`src/rtl/blca_pkg.sv`:
```
// Shared types, sizes and codes for the binary lifting common ancestor engine.
package blca_pkg;

   localparam int NODES    = 1024;
   localparam int LEVELS   = 10;
   localparam int NODE_W   = $clog2(NODES);
   localparam int LVL_W    = $clog2(LEVELS + 1);
   localparam int ENTRY_W  = NODE_W + 1;
   localparam int CNT_W    = 11;
   localparam int JT_DEPTH = (LEVELS + 1) * NODES;
   localparam int JT_AW    = $clog2(JT_DEPTH);

   typedef logic [NODE_W-1:0]  node_type;
   typedef logic [ENTRY_W-1:0] entry_type;
   typedef logic [LVL_W-1:0]   lvl_type;
   typedef logic [CNT_W-1:0]   cnt_type;
   typedef logic [JT_AW-1:0]   jt_addr_type;

   typedef enum logic [1:0] {
      OP_LOAD  = 2'd0,
      OP_BUILD = 2'd1,
      OP_QUERY = 2'd2
   } op_type;

   typedef struct packed {
      logic [1:0] op;
      node_type   node_a;
      node_type   node_b;
      logic       has_parent;
   } req_type;

   typedef struct packed {
      node_type common_ancestor;
      logic     has_common;
   } rsp_type;

   typedef enum logic [4:0] {
      CMD_NONE,
      CMD_LATCH,
      CMD_LOAD,
      CMD_B1_START,
      CMD_B1_READ,
      CMD_B1_PARENT,
      CMD_B1_DEPTH,
      CMD_B2_START,
      CMD_B2_READ,
      CMD_B2_PARENT,
      CMD_B2_WRITE,
      CMD_Q_CHECK,
      CMD_Q_DEPTH,
      CMD_Q_READ,
      CMD_Q_ENTRY,
      CMD_Q_LIFT,
      CMD_Q_MEET,
      CMD_Q_READ2,
      CMD_Q_JOINT,
      CMD_Q_RESULT
   } dp_cmd_type;

   typedef struct packed {
      dp_cmd_type op;
   } ctrl_cmd_type;

   typedef struct packed {
      logic cnt_zero;
      logic j_zero;
      logic j_last;
      logic lvl_zero;
      logic lvl_top;
      logic range_ok;
      logic lift_stop;
      logic uv_equal;
   } dp_status_type;

   typedef enum logic [4:0] {
      S_IDLE,
      S_LOAD,
      S_B1_START,
      S_B1_READ,
      S_B1_PARENT,
      S_B1_DEPTH,
      S_B2_START,
      S_B2_READ,
      S_B2_PARENT,
      S_B2_WRITE,
      S_Q_CHECK,
      S_Q_DEPTH,
      S_Q_READ,
      S_Q_ENTRY,
      S_Q_LIFT,
      S_Q_MEET,
      S_Q_READ2,
      S_Q_JOINT,
      S_Q_RESULT,
      S_Q_OUT
   } ctrl_state_type;

endpackage

```
`src/rtl/blca_ctrl.sv`:
```
// Controller: sequences load, build and query steps of the datapath.
module blca_ctrl (
   input  logic                    clock,
   input  logic                    reset,
   input  logic                    req_valid,
   input  logic [1:0]              req_op,
   output logic                    req_stall,
   input  blca_pkg::dp_status_type status,
   input  logic                    rsp_busy,
   output blca_pkg::ctrl_cmd_type  cmd,
   output logic                    rsp_load
);
   import blca_pkg::*;

   ctrl_state_type state_ff, state_in;

   always_ff @(posedge clock) begin
      if (reset) begin
         state_ff <= S_IDLE;
      end else begin
         state_ff <= state_in;
      end
   end

   always_comb begin
      state_in  = state_ff;
      cmd.op    = CMD_NONE;
      rsp_load  = 1'b0;
      req_stall = 1'b1;
      unique case (state_ff)
         S_IDLE: begin
            req_stall = 1'b0;
            if (req_valid) begin
               cmd.op = CMD_LATCH;
               unique case (req_op)
                  OP_LOAD:  state_in = S_LOAD;
                  OP_BUILD: state_in = S_B1_START;
                  OP_QUERY: state_in = S_Q_CHECK;
                  default:  state_in = S_IDLE;
               endcase
            end
         end
         S_LOAD: begin
            cmd.op   = CMD_LOAD;
            state_in = S_IDLE;
         end
         S_B1_START: begin
            cmd.op   = CMD_B1_START;
            state_in = status.cnt_zero ? S_IDLE : S_B1_READ;
         end
         S_B1_READ: begin
            cmd.op   = CMD_B1_READ;
            state_in = S_B1_PARENT;
         end
         S_B1_PARENT: begin
            cmd.op   = CMD_B1_PARENT;
            state_in = S_B1_DEPTH;
         end
         S_B1_DEPTH: begin
            cmd.op   = CMD_B1_DEPTH;
            state_in = status.j_zero ? S_B2_START : S_B1_READ;
         end
         S_B2_START: begin
            cmd.op   = CMD_B2_START;
            state_in = S_B2_READ;
         end
         S_B2_READ: begin
            cmd.op   = CMD_B2_READ;
            state_in = S_B2_PARENT;
         end
         S_B2_PARENT: begin
            cmd.op   = CMD_B2_PARENT;
            state_in = S_B2_WRITE;
         end
         S_B2_WRITE: begin
            cmd.op   = CMD_B2_WRITE;
            state_in = (status.j_last && status.lvl_top) ? S_IDLE : S_B2_READ;
         end
         S_Q_CHECK: begin
            cmd.op   = CMD_Q_CHECK;
            state_in = status.range_ok ? S_Q_DEPTH : S_Q_OUT;
         end
         S_Q_DEPTH: begin
            cmd.op   = CMD_Q_DEPTH;
            state_in = S_Q_READ;
         end
         S_Q_READ: begin
            cmd.op   = CMD_Q_READ;
            state_in = S_Q_ENTRY;
         end
         S_Q_ENTRY: begin
            cmd.op   = CMD_Q_ENTRY;
            state_in = S_Q_LIFT;
         end
         S_Q_LIFT: begin
            cmd.op   = CMD_Q_LIFT;
            state_in = (status.lift_stop || status.lvl_zero) ? S_Q_MEET : S_Q_ENTRY;
         end
         S_Q_MEET: begin
            cmd.op   = CMD_Q_MEET;
            state_in = status.uv_equal ? S_Q_OUT : S_Q_READ2;
         end
         S_Q_READ2: begin
            cmd.op   = CMD_Q_READ2;
            state_in = S_Q_JOINT;
         end
         S_Q_JOINT: begin
            cmd.op   = CMD_Q_JOINT;
            state_in = status.lvl_zero ? S_Q_RESULT : S_Q_JOINT;
         end
         S_Q_RESULT: begin
            cmd.op   = CMD_Q_RESULT;
            state_in = S_Q_OUT;
         end
         S_Q_OUT: begin
            if (!rsp_busy) begin
               rsp_load = 1'b1;
               state_in = S_IDLE;
            end
         end
      endcase
   end

endmodule

```
`config.mk`:
```
export PLATFORM = sky130hd
export DESIGN_NAME = blca_ctrl
export DESIGN_NICKNAME = d
export VERILOG_FILES = /design/src/rtl/blca_pkg.sv /design/src/rtl/blca_ctrl.sv
export SDC_FILE = /design/constraint.sdc
export NUM_CORES = 1
export LEC_CHECK = 0
export CORE_MARGIN = 4
export CORE_UTILIZATION = 35
export DETAILED_ROUTE_END_ITERATION = 16
export DONT_BUFFER_PORTS = 1
export GPL_ROUTABILITY_DRIVEN = 0
export GPL_TIMING_DRIVEN = 0
export REMOVE_ABC_BUFFERS = 1
export SLEW_MARGIN = 40
export SYNTH_ARGS = -nofsm -noshare
export SYNTH_HDL_FRONTEND = slang
export SYNTH_SLANG_ARGS = --single-unit
```
`constraint.sdc`:
```
create_clock -name clock -period 2.4 [get_ports clock]
set_clock_uncertainty 0.15 [all_clocks]
set_input_delay 0.48 -clock clock [delete_from_list [all_inputs] [get_ports clock]]
set_output_delay 0.48 -clock clock [all_outputs]
set_load 0.1 [all_outputs]
```
## Yosys cells after proc, flatten, opt, wreduce, memory -nomap -nowiden

Cells that the tools add are included.

| word-level totals | value |
|---|---|
| output and inout port bits | 7 |
| word-level logic and storage cells | 45 |
| input bits | 14 |
| flip-flop bits (word level) | 5 |

| cells by class | value |
|---|---|
| reductions and logical operators | 5 |
| equality and inequality tests | 23 |
| muxes and demuxes | 16 |

Operator list:

| kind | count |
|---|---|
| $pmux W5 S20 | 1 |
| $pmux W5 S19 | 1 |
| $eq A5 B4 Y1 const B | 8 |
| $eq A5 B3 Y1 const B | 4 |
| $eq A5 B5 Y1 const B | 4 |
| $mux W5 | 3 |
| $pmux W4 S3 | 1 |
| $eq A5 B2 Y1 const B | 2 |
| $mux W2 | 4 |
| $mux W3 | 2 |
| $eq A5 B1 Y1 const B | 1 |
| $logic_not A5 Y1 | 1 |
| $mux W1 | 4 |
| $ne A2 B2 Y1 const B | 2 |
| $eq A2 B1 Y1 const B | 1 |
| $eq A2 B2 Y1 const B | 1 |
| $logic_not A2 Y1 | 1 |
| $reduce_and A2 Y1 | 1 |
| $logic_and A1 B1 Y1 | 1 |
| $logic_or A1 B1 Y1 | 1 |

## Logic depth before layout (Yosys ltp)

Gate-level depths: netlist of run 1.

| depth | value |
|---|---|
| word-level depth | 4 |
| gate-level depth with buffers | 6 |
| mapped depth without buffers | 4 |

## Least setup slack after synthesis of run 1

OpenSTA, ideal clock, no wires.

| timing path | value |
|---|---|
| kind | reg-to-output |
| start point | register state_ff[4] |
| end point | output cmd[0] (netlist bit) |
| path buffers | 1 |
| setup slack | -1.012 ns |
| required time | 1.770 ns |
| stages on the path, launching flop included | 4 |
| arrival time | 2.782 ns |
| path through | dfxtp_1 > clkbuf_1 > nor4_1 > nor3_1 |

RTL lines:

| element | RTL line | source |
|---|---|---|
| start, declared | blca_ctrl.sv:15 | `ctrl_state_type state_ff, state_in;` |
| start signal, assigned | blca_ctrl.sv:21 | `state_ff <= state_in;` |
| end, declared | blca_ctrl.sv:10 | `output blca_pkg::ctrl_cmd_type cmd,` |

## Worst setup path in the final report of run 1

| timing path | value |
|---|---|
| start point | register state_ff[4] |
| end point | output rsp_load |

| on the way | value |
|---|---|
| word-level cells in the longest chain between the ends | 2 |

Ends and longest elaborated chain:

| element | RTL line | source |
|---|---|---|
| $eq A5 B5 Y1 | blca_ctrl.sv:30 | `unique case (state_ff)` |
| $mux W1 | blca_ctrl.sv:30 |  |
| end, declared | blca_ctrl.sv:11 | `output logic rsp_load` |

No other way between the ends.

==> impl_metrics.yaml, run 1 <==
die:
  die-area_mm2: 0.00233
  die_h_um: 48.3
  die_width_um: 48.3
  start_util: 0.373
  io_pins: 21
  rows: 14
  core_mm2: 0.00152
logic_synthesis:
  synthSimpleGateAreaFrac: 0.374
  yosysTopAreaCell: "dfxtp_1"
  synth_top_area_frac: 0.176
  yosysWarnings: 0
  synth_seq_area_share: 0.176
  synth_cell_types: 35
  synth.area.top_cells: "dfxtp_1, nor2_1, nor3b_1"
  synth_edf_count: 0
  syn_inst: 81
  yosys.area_share.adder: 0.0441
  synth_area_um2: 568
  async_reset_ff_frac: 0
  synth-xor-area-share: 0.0463
  synthMuxAreaShare: 0
  ys_seq_elements: 5
  synth_area_per_cell_um2: 7.01
  synth_top_family_by_area: "simple AND/OR/NAND/NOR gates"
  synth_flop_cell: "dfxtp_1"
  synth_compound_area_frac: 0.284
sta:
  period_minus_slack_ns: 2.31
  slew_headroom: 0.533
  holdWs_ns: 0.263
  setup_viol: 0
  tightest_slew_ns: 0.699
  finalCritPeriodShare: 0.963
  fin_tns_setup_ns: 0
  max_freq_ghz: 0.433
  slew_violations: 0
  rsz0062_at_grt: "false"
  hold_viol_final: 0
cts:
  htree_levels: 1
  clockRootBuffer: "clkbuf_4"
  cts_buffer_depth: 2
  clk_pin_slew_ns: 0.04
  clock_sinks: 5
  cts_tree: "done"
  cts_buffers: 3
  insertion_delay_ns: 0.24
  hold_buffers: 0
worst_setup_path:
  crit_type: "register to primary output"
  worstPathRequired_ns: 1.77
  path_max_fanout: 14
  cp_data_arrival_time_ns: 1.68
  reg2reg_setup_slack_ns: 0.37
  cp-end-kind: "primary output"
  cp-start-kind: "register"
outcome:
  status: "finished, final reports clean"
cells_and_area:
  fin_cells: 101
  reg_top3: "state_ff: 5 flops"
  largest_reg_flops: 5
  drive_gt1_frac: 0.306
  multi_input_area_um2: 497
  seq_area_um2: 110
  fillers: 148
  syn2layout_area_growth_pct: 30.4
  largest-register: "state_ff"
  final_nets: 102
  antenna_cells: 0
power_and_ir_drop:
  powerDensity_mw_per_mm2: 1130
  p_leak_nw: 0.279
  peakVddDrop_v: 0.000674
  total_power_mw: 0.841
flow_run:
  cap_violations: 0
global_route:
  grt_max_degree: 19
  grt.total_usage: 0.155
  grt_pass1_vias: 575
  overflow: 0
  grt_pass1_wl_mm: 2.55
  antenna_found_initial: 0
placement:
  post-place-cells: 93
  place_hpwl_mm: 1.17
  port_buffers: 0
drt:
  num_vias: 631
  drtIter0Drc: 16
  vias_per_cell: 6.25
  wire_per_inst_um: 16.3
  ant_nets: 0
  drc: 0
  routed_wl_mm: 1.64
  first_pass_iters: 4
worst_hold_path:
  hp-class: "input pin to register"
-- metal layers --
layer / vias up / global-route usage / routed length (um)
li1: 303 / - / -
met1: 298 / 0.208 / 784
met2: 28 / 0.232 / 711
met3: 2 / 0.0627 / 136
met4: 0 / 0.0323 / 11
met5: - / 0 / 0
-- cells in the mapped netlist (all sizes together) (2+ instances only) --
cell and count:
a21oi 5, and2 2, and3 2, buf 4, clkbuf 3, dfxtp 5, ha 2, inv 3
nand2 7, nand2b 4, nor2 8, nor2b 2, nor3 2, nor3b 4, o21a 2, o21ai 4
o221a 2, o31a 2, xor2 2
-- cells by family after synthesis --
| kind of cell | after synthesis |
|---|---|
| buf+inv | 10 |
| flops | 5 |
| simple gates | 38 |
| compound gates | 23 |
| fa+ha+maj | 2 |
| xor+xnor | 3 |
-- stage by stage --
stage	cell area, um^2	setup slack [ns]	util
detailed placement	658	-0.162	0.432
global placement	557	-1.26	0.365
global route	741	0.00544	0.486
CTS	704	0.0191	0.462
finish	741	0.0886	0.486
floorplan	537	-1.10	-
-- where the power goes --
part | internal [mW] | switching [mW] | leakage (nW) | total [mW]
registers | 0.107 | 0.0697 | 0.0432 | 0.177
clock network | 0.0630 | 0.0364 | 0.0150 | 0.0994
logic | 0.163 | 0.402 | 0.221 | 0.564
total | 0.333 | 0.508 | 0.279 | 0.841
-- final timing paths --
| path | end | start | depth (start not counted) |
|---|---|---|---|
| worst max-delay path | rsp_load | state_ff[4] | 3 |
| worst min-delay path | state_ff[2] | reset | 3 |
| worst max register to register | state_ff[3] | state_ff[3] | 4 |
| worst min register to register | state_ff[2] | state_ff[1] | 2 |
-- critical path: stages, from the launching register on --
cell and delay (ns):
dfxtp_2 0.52, nor3b_4 0.30, nand2_1 0.12, nor2_4 0.49
-- cells in the final DEF, fill, tap and decap left out, types with 3 or more instances in the layout --
cell / synthesis / final
a21oi_1: 5 / 4
buf_4: 0 / 4
clkbuf_4: 0 / 3
inv_1: 3 / 3
nand2_1: 7 / 5
nand2b_1: 4 / 4
nor2_1: 8 / 5
nor2_4: 0 / 3
nor3b_1: 4 / 3
o21ai_0: 4 / 4
-- cell type report --
class,instances,area share
tap,16,0.0270
clock buffer,4,0.0355
sequential,5,0.149
inverter,3,0.0152
multi-input combinational,66,0.671
timing repair buffer,7,0.103
-- timing repair --
action,4_1_cts,5_1_grt
setup buffers,0,4
pin swaps,2,3
gates resized for setup,10,1
setup endpoints to repair,4,2
Power figures use the tool's default switching activity.
==> run 2, diff against run 1 <==
--- a/config.mk
+++ b/config.mk
@@ -11,6 +11,7 @@
 export DONT_BUFFER_PORTS = 1
 export GPL_ROUTABILITY_DRIVEN = 0
 export GPL_TIMING_DRIVEN = 0
+export MAX_ROUTING_LAYER = met4
 export REMOVE_ABC_BUFFERS = 1
 export SLEW_MARGIN = 40
 export SYNTH_ARGS = -nofsm -noshare
==> run 2 against run 1 <==
  * Combinational power hardly changed
  * Sequential share of layout area did not move
  * Count of clock-buffer cells in the layout unchanged
  * Die area stayed put
  * Critical path type unchanged
==> impl_metrics.yaml, run 2 (synthesized netlist as in run 1, its figures left out) <==
sta:
  holdWs_ns: 0.262
  postLayoutSetupSlackWorst_ns: 0.0890
  max_freq_ghz: 0.433
  setup_viol: 0
  slew_violations: 0
  slew_headroom: 0.533
  tightest_slew_ns: 0.699
  hold_viol_final: 0
  finalCritPeriodShare: 0.963
  period_minus_slack_ns: 2.31
  rsz0062_at_grt: "false"
cells_and_area:
  drive_gt1_frac: 0.306
  final_nets: 102
  fillers: 148
  reg_top3: "state_ff: 5 flops"
  syn2layout_area_growth_pct: 30.4
  final_cell_mix: "nor2_1, nand2_1"
  largest-register: "state_ff"
  largest_reg_flops: 5
  antenna_cells: 0
worst_setup_path:
  cp_data_arrival_time_ns: 1.68
  reg2reg_setup_slack_ns: 0.35
  cp_num_buf_inv: 0
  path_max_fanout: 14
  crit_type: "register to primary output"
  crit_chain: "nor3b_4 -> nand2_1 -> nor2_4"
  cp_slowest_cell: "dfxtp_2"
  worstReg2RegStart: "state_ff[3]"
  r2r-end: "state_ff[3]"
  max_stage_delay_ns: 0.52
  r2r_cells: 4
  critPathTopFamily: "simple AND/OR/NAND/NOR gates"
  cp-end-kind: "primary output"
  cp-start-kind: "register"
  worstPathRequired_ns: 1.77
cts:
  cts_buffer_depth: 2
  clock_sinks: 5
  htree_levels: 1
  clockRootBuffer: "clkbuf_4"
  insertion_delay_ns: 0.24
  cts_buffers: 3
  cts_tree: "done"
  clk_pin_slew_ns: 0.04
power_and_ir_drop:
  switching_share: 0.604
  pwr-share-comb: 0.672
  p_clk_frac: 0.118
  peakVddDrop_v: 0.000674
  p_leak_nw: 0.279
  powerDensity_mw_per_mm2: 1130
  total_power_mw: 0.840
  p_sw_mw: 0.507
  power.internal_mw: 0.333
  pwr-share-seq: 0.210
placement:
  dp_slack_ns: -0.162
  port_buffers: 0
  place_hpwl_mm: 1.17
drt:
  drtIter0Drc: 20
  num_vias: 621
  ant_nets: 0
  wire_per_inst_um: 16.2
  first_pass_iters: 4
  routed_wl_mm: 1.63
  vias_per_cell: 6.15
  drc: 0
global_route:
  grt_pass1_vias: 575
  grt_max_degree: 19
  overflow: 0
  grt_pass1_wl_mm: 2.55
  antenna_found_initial: 0
  grt.total_usage: 0.160
die:
  io_pins: 21
  die_h_um: 48.3
  die-area_mm2: 0.00233
  start_util: 0.373
  core_mm2: 0.00152
  rows: 14
  die_width_um: 48.3
worst_hold_path:
  hp-start: "reset"
  min_delay_path_depth: 3
  min_to: "state_ff[2]"
  hp-class: "input pin to register"
flow_run:
  cap_violations: 0
outcome:
  status: "finished, final reports clean"
[run 2: cell counts in the layout (fill, tap and decap cells not counted)]
No cell type changed its count.
[run 2: worst max path at each step]
stage	from	end	cells past startpoint
floorplan	state_ff[2]	cmd[0]	3
global placement	state_ff[2]	cmd[0]	3
CTS	state_ff[0]	cmd[3]	4
finish	state_ff[4]	rsp_load	3
detailed placement	state_ff[0]	cmd[3]	4
global route	state_ff[3]	cmd[0]	4
[run 2: per-layer routing]
layer	vias to the layer above	global-route usage	part of all wire
met5	-	-	0
met4	0	0.0323	0.0067
met3	2	0.0627	0.099
met2	30	0.232	0.42
met1	285	0.208	0.47
li1	304	-	-
[run 2: power groups by stage]
stage	clock network, mW	registers [mW]	logic (mW)
4_1_cts	0.103	0.176	0.541
2_1_floorplan	0	0.147	0.438
6_report	0.0994	0.176	0.564
3_3_place_gp	0	0.167	0.465
5_1_grt	0.106	0.181	0.591
3_5_place_dp	0	0.170	0.536
[run 2: worst reg2reg max path, stage by stage, from the launching register on]
cell and delay, ns:
dfxtp_1 0.49, nor3_1 0.37, nand2_2 0.41, o21a_1 0.35, nor4b_1 0.15
[run 2: cell type report]
cell class,instances,area [um^2],share of cell area
Clock buffer,4,26.3,0.0355
Inverter,3,11.3,0.0152
Multi-Input combinational cell,66,497,0.671
Sequential cell,5,110,0.149
Tap cell,16,20.0,0.0270
Timing Repair Buffer,7,76.3,0.103
[run 2: timing repair]
action                     CTS  global route
hold buffers                 0             0
pin swaps                    2             3
resized for setup           10             1
setup endpoints to repair    4             2
setup buffers                0             4
[run 2: through the flow]
step / area [um^2] / setup TNS, ns / utilization / std cells
after floorplan: 537 / -3.90 / - / 74
after global placement: 557 / -5.38 / 0.365 / 90
after detailed placement: 658 / -0.201 / 0.432 / 93
after CTS: 704 / 0 / 0.462 / 97
after global routing: 741 / 0 / 0.486 / 101
final: 741 / 0 / 0.486 / 101
